[src/sv/hct_ram.sv]
// Generic single-write, single-read RAM with a registered read port.
// Holds the chunk table of the heap chunk tracker; depends on nothing.
module hct_ram #(
   parameter int WIDTH = 8,
   parameter int DEPTH = 16,
   parameter int AW    = (DEPTH > 1) ? $clog2(DEPTH) : 1
) (
   input  logic             clock,
   input  logic             wr_en,
   input  logic [AW-1:0]    wr_addr,
   input  logic [WIDTH-1:0] wr_data,
   input  logic             rd_en,
   input  logic [AW-1:0]    rd_addr,
   output logic [WIDTH-1:0] rd_data
);

   logic [WIDTH-1:0] mem_ff [DEPTH];
   logic [WIDTH-1:0] rd_data_ff;

   always_ff @(posedge clock) begin
      if (wr_en) begin
         mem_ff[wr_addr] <= wr_data;
      end
      if (rd_en) begin
         rd_data_ff <= mem_ff[rd_addr];
      end
   end

   assign rd_data = rd_data_ff;

endmodule

[config.mk]
export PLATFORM = sky130hd
export DESIGN_NAME = hct_ram
export DESIGN_NICKNAME = d
export VERILOG_FILES = /design/src/sv/hct_ram.sv
export SDC_FILE = /design/constraint.sdc
export NUM_CORES = 1
export LEC_CHECK = 0
export ABC_AREA = 1
export CORE_AREA = 2 2 97 99
export DETAILED_ROUTE_END_ITERATION = 16
export DIE_AREA = 0 0 99 101
export DONT_BUFFER_PORTS = 1
export MAX_ROUTING_LAYER = met4
export PLACE_DENSITY = 0.84
export SLEW_MARGIN = 20
export SYNTH_ARGS = -nofsm -noshare
export SYNTH_HDL_FRONTEND = slang
export SYNTH_SLANG_ARGS = --single-unit
[constraint.sdc]
create_clock -name clock -period 1.55 [get_ports clock]
set_input_delay 0.0775 -clock clock [delete_from_list [all_inputs] [get_ports clock]]
set_output_delay 0.0775 -clock clock [all_outputs]
set_load 0.02 [all_outputs]
==> results of run 1 <==
final cells by class:
cell class	instances	share of cell area [%]
Sequential cell	136	61.1
Multi-Input combinational cell	289	18.2
Clock buffer	21	6.43
Inverter	102	5.73
Timing Repair Buffer	33	4.46
Tap cell	111	2.08
Clock inverter	11	1.95
flip-flops by register name, indices dropped and copies added, names as in the netlist:
signal	count
rd_data	8
mem_ff	128
what timing repair did:
action                     in CTS  in global routing
hold endpoints to repair      146                  0
hold buffers                   15                  0
resized for setup               0                  1
setup endpoints to repair       0                  6
power by group through the flow:
stage	sequential [mW]	combinational (mW)	clock (mW)
floorplan	4.26	0.290	0
global placement	4.27	0.315	0
detailed placement	4.27	0.322	0
CTS	4.20	0.444	3.85
global route	4.20	0.495	4.02
finish	4.20	0.453	3.83
worst max path at each step:
stage,slack [ns],cells after the start,from,endpoint
6_report,0.03,5,rd_addr[1],rd_data[0]$_DFFE_PP_
5_1_grt,0.01,5,rd_addr[1],rd_data[0]$_DFFE_PP_
4_1_cts,0.09,5,wr_en,mem_ff[0][6]$_DFFE_PP_
3_5_place_dp,0.32,7,rd_addr[0],rd_data[7]$_DFFE_PP_
3_3_place_gp,0.34,6,rd_addr[1],rd_data[7]$_DFFE_PP_
2_1_floorplan,0.52,2,wr_addr[2],mem_ff[10][0]$_DFFE_PP_
critical path, delay by kind of cell:
kind                   cells  cell delay, ns
buffers and inverters      1            1.25
AND/OR/NAND/NOR            4            0.58
cell families (layout without fill, tap and decap cells):
family | after synthesis | count (layout) | share of synthesized area, %
buffers and inverters | 126 | 167 | 9.39
and+or+nand+nor | 289 | 289 | 20.8
DFF | 136 | 136 | 69.8
placed cells by master, fill, tap and decap left out:
cell type      instances
buf_12                 1
buf_4                 17
bufinv_16              3
clkbuf_1               4
clkbuf_16             16
clkbuf_8               1
clkinv_1               2
clkinv_2               5
clkinvlp_4             1
dlygate4sd3_1         15
edfxtp_1             136
inv_1                100
inv_2                  2
nand2_1              173
nand3_1               97
nand3b_1               2
nor2_1                16
nor2_2                 1
metal layers:
metal	global-route usage (%)	part of all wire [%]	wire length, µm	up-vias
li1	-	-	-	1841
met1	38.4	38	5200	1884
met2	47.1	49	6630	248
met3	8.04	11	1450	30
met4	11.3	2.4	333	0
met5	-	0	0	-
==> impl_metrics.toml, run 1 <==
[logic_synthesis]
synth_commonest_cells = "nand2_1, edfxtp_1, inv_1"
seq_area_frac_synth_pct = 69.8
yosysTopAreaCell = "edfxtp_1"
syn_avg_cell_area_um2 = 10.6
synth_most_common_cell = "nand2_1"
ys.flop_type = "edfxtp_1"
synth-seq-cells = 136
synthDistinctLibCells = 11
netlist.area_leader.share_pct = 69.8
synth_nets = 570
netlist_area_um2 = 5850
ys_warn_count = 0
yosys-top-cells-area = "edfxtp_1, nand2_1, nand3_1"
synth_edf_count = 136
netlist_instances = 551
async_reset_ff_share_pct = 0

[cts]
cts_root_buffer = "clkbuf_8"
clk_latency_ns = 0.52
cts_sinks = 136
numCtsBuffers = 17
cts_buffer_depth = 2
cts_tree = "yes"
post-cts-setup-buffer-count = 0
clkTransAtPathRegs_ns = 0.06
cts_max_level = 4

[final_layout]
drive_above_1_share_pct = 7.94
finalInstanceArea_um2 = 6680
areaGrowthSynthToFinish_pct = 14.2
fin_cells = 703
final_nets = 598
final_util_pct = 74.4
regArea_um2 = 4080
diodes = 0
multi_input_area_um2 = 1220
fillers = 564

[floorplan]
initial_utilization_pct = 65.1
die_h_um = 101
die_w_um = 99
num_rows = 35
coreArea_um2 = 8980
fp.dieArea_um2 = 10000
ios = 27

[critical_path]
reg2reg_to = "rd_data[2]$_DFFE_PP_"
startpoint_type = "primary input"
max_stage_delay_ns = 1.25
crit_slowest_cell = "dlygate4sd3_1"
path_class = "primary input to register"
cp_data_required_time_ns = 1.94
path_cells = "dlygate4sd3_1, nand3_1, nand3_1, nand3_1, nand2_1"
endpoint_kind = "register"
cp_common_cell = "nand3_1"
reg2regPathDepth = 6
reg2reg_slack_ns = 0.36
cp.arrival_ns = 1.92
cp_max_fo = 23
r2r-start = "mem_ff[12][2]$_DFFE_PP_"

[timing]
whs_ns = 0.00595
setup_slack_ns = 0.0260
clock-skew-final_ns = 0.00571
fmax_mhz = 656
rsz0062_at_grt = "false"
hold_viol = 0
finalSetupViolCount = 0
tightest_slew_ns = 1.08
slew_headroom_pct = 27.6
fin_crit_sh_pct = 98.3
finalCriticalPeriod_ns = 1.52
slew_violations = 0
fin_tns_setup_ns = 0

[power]
p_clk_share_pct = 45.2
switching_share_pct = 20.9
vdd_drop_max_mv = 0.852
pwr_density_cell_nw_per_um2 = 1270
power_frac_seq_pct = 49.5
p_comb_share_pct = 5.3
total_leakage_power_nw = 2.86
internal_power_mw = 6.71
finalPower_mw = 8.48
p_switching_mw = 1.78

[route]
drtIter0Drc = 517
postRouteAntennaNets = 0
drc_errors = 0
drt-total-wl_mm = 13.6
viasPerCell = 5.69
via_count = 4003
post_drt_wl_per_cell_um = 19.4
dr.pass1.iters = 7

[placed_design]
io_buffers = 0
dp_cells = 656
place_congestion = 0.897
post-place-ws_ns = 0.318
postPlaceCellArea_um2 = 5970
dp_hpwl_mm = 7.81

[global_routing]
grt_usage_pct = 30.1
gr-total-overflow = 0
grt_pass1_wl_mm = 21.3
grt_pass1_vias = 4012
grt_max_degree = 62
grt_antenna_before_repair = 0

[flow_run]
drv_cap = 0

[worst_hold_path]
min_from = "rd_addr[1]"
holdPathEnd = "rd_data[4]$_DFFE_PP_"
min_path_cells = 4
hold_class = "primary input to register"

[outcome]
status = "completed"
Note: power is estimated with default switching activity, not from simulation.
==> inputs of run 2 (changes only) <==
--- a/config.mk
+++ b/config.mk
@@ -12,6 +12,7 @@
 export DONT_BUFFER_PORTS = 1
 export MAX_ROUTING_LAYER = met4
 export PLACE_DENSITY = 0.84
+export RECOVER_POWER = 25
 export SLEW_MARGIN = 20
 export SYNTH_ARGS = -nofsm -noshare
 export SYNTH_HDL_FRONTEND = slang
==> run 2 against run 1 <==
  * The flow now finishes with violations (negative hold slack)
  * Clock power about the same
  * Sequential power about the same
  * Combinational power decreased by 1%
  * Critical endpoint unchanged
  * Largest power group unchanged
==> impl_metrics.toml, run 2 (synthesized netlist as in run 1, its figures left out) <==
[global_routing]
grt_usage_pct = 30.1
grt_antenna_before_repair = 0
grt_pass1_vias = 4012
gr-total-overflow = 0
grt_max_degree = 62
grt_pass1_wl_mm = 21.3

[cts]
cts_root_buffer = "clkbuf_8"
numCtsBuffers = 17
cts_max_level = 4
post-cts-setup-buffer-count = 0
clk_latency_ns = 0.53
clkTransAtPathRegs_ns = 0.06
cts_sinks = 136
cts_tree = "yes"
cts_buffer_depth = 2

[timing]
slew_violations = 0
clock-skew-final_ns = 0.00502
fin_crit_sh_pct = 94.4
setup_slack_ns = 0.0875
whs_ns = -0.00215
hold_viol = 1
finalSetupViolCount = 0
fmax_mhz = 684
rsz0062_at_grt = "false"
finalCriticalPeriod_ns = 1.46
tightest_slew_ns = 1.03
fin_tns_setup_ns = 0
slew_headroom_pct = 31.3

[flow_run]
drv_cap = 0

[critical_path]
startpoint_type = "primary input"
cpLargestDelayFamily = "buffers and inverters"
crit_slowest_cell = "dlygate4sd3_1"
cp.arrival_ns = 1.86
cp_max_fo = 23
cp_data_required_time_ns = 1.95
reg2reg_slack_ns = 0.36
worst-path-buf-inv = 1
cp_common_cell = "nand3_1"
max_stage_delay_ns = 1.21
worstSetupPathDepth = 5
reg2reg_to = "rd_data[2]$_DFFE_PP_"
r2r-start = "mem_ff[15][2]$_DFFE_PP_"
reg2regPathDepth = 6
endpoint_kind = "register"
path_class = "primary input to register"
path_cells = "dlygate4sd3_1, nand3_1, nand3_1, nand3_1, nand2_1"

[final_layout]
final_nets = 598
areaGrowthSynthToFinish_pct = 13.6
fin_cells = 703
final_util_pct = 74.0
largest_reg_flops = 128
drive_above_1_share_pct = 6.25
diodes = 0
finalInstanceArea_um2 = 6640
final_cell_mix = "nand2_1, edfxtp_1, inv_1, nand3_1"
final_common_cell = "nand2_1"
regMostFlops = "mem_ff"

[placed_design]
post-place-ws_ns = 0.318
dp_cells = 656
place_congestion = 0.897
io_buffers = 0
postPlaceCellArea_um2 = 5970
dp_hpwl_mm = 7.81

[route]
dr.pass1.iters = 5
via_count = 4007
drtIter0Drc = 514
drt-total-wl_mm = 13.7
post_drt_wl_per_cell_um = 19.4
viasPerCell = 5.70
drc_errors = 0
postRouteAntennaNets = 0

[outcome]
status = "finished, violations left"
violations = "negative hold slack"

[worst_hold_path]
holdPathEnd = "rd_data[5]$_DFFE_PP_"
hold_class = "primary input to register"
min_from = "rd_addr[1]"
min_path_cells = 4

[floorplan]
die_h_um = 101
num_rows = 35
initial_utilization_pct = 65.1
coreArea_um2 = 8980
fp.dieArea_um2 = 10000
die_w_um = 99
ios = 27

[power]
vdd_drop_max_mv = 0.853
total_leakage_power_nw = 2.82
finalPower_mw = 8.48
pwr_density_cell_nw_per_um2 = 1280
-- run 2: changes by cell type in the layout (fill, tap and decap cells not counted) --
cell and change:
buf_4 -10, clkbuf_1 +10
-- run 2: how the worst max path moves through the flow --
stage / slack (ns) / start / endpoint
floorplan: 0.52 / wr_addr[2] / mem_ff[10][0]$_DFFE_PP_
global placement: 0.34 / rd_addr[1] / rd_data[7]$_DFFE_PP_
detailed placement: 0.32 / rd_addr[0] / rd_data[7]$_DFFE_PP_
CTS: 0.09 / wr_en / mem_ff[0][6]$_DFFE_PP_
global route: 0.01 / rd_addr[1] / rd_data[0]$_DFFE_PP_
finish: 0.09 / rd_addr[1] / rd_data[0]$_DFFE_PP_
-- run 2: what timing repair did --
action | in CTS | in global routing
hold endpoints to repair | 146 | 0
hold buffers | 15 | 0
setup endpoints to repair | 0 | 6
resized for setup | 0 | 1
-- run 2: area by class of cell --
class | instances | area [µm²]
clock inverters | 11 | 130
clock buffers | 21 | 429
inverters | 102 | 383
well taps | 111 | 139
fillers | 578 | 2340
repair buffers | 33 | 260
multi-input cells | 289 | 1220
flip-flops and latches | 136 | 4080
-- run 2: layer usage --
| metal | global-route usage [%] | wire length [µm] | vias up |
|---|---|---|---|
| li1 | - | - | 1843 |
| met3 | 8.04 | 1480 | 41 |
| met5 | - | 0 | - |
| met4 | 11.3 | 382 | 0 |
| met2 | 47.1 | 6690 | 260 |
| met1 | 38.4 | 5100 | 1863 |
-- run 2: tightest hold or removal path: cells and delay by family --
kind	cells	cell delay, ns
AND/OR/NAND/NOR	4	0.33
-- run 2: where the power goes --
group	switching, mW	leakage [nW]	internal [mW]
logic	0.315	1.31	0.133
registers	0.0492	1.24	4.15
clock network	1.41	0.274	2.42
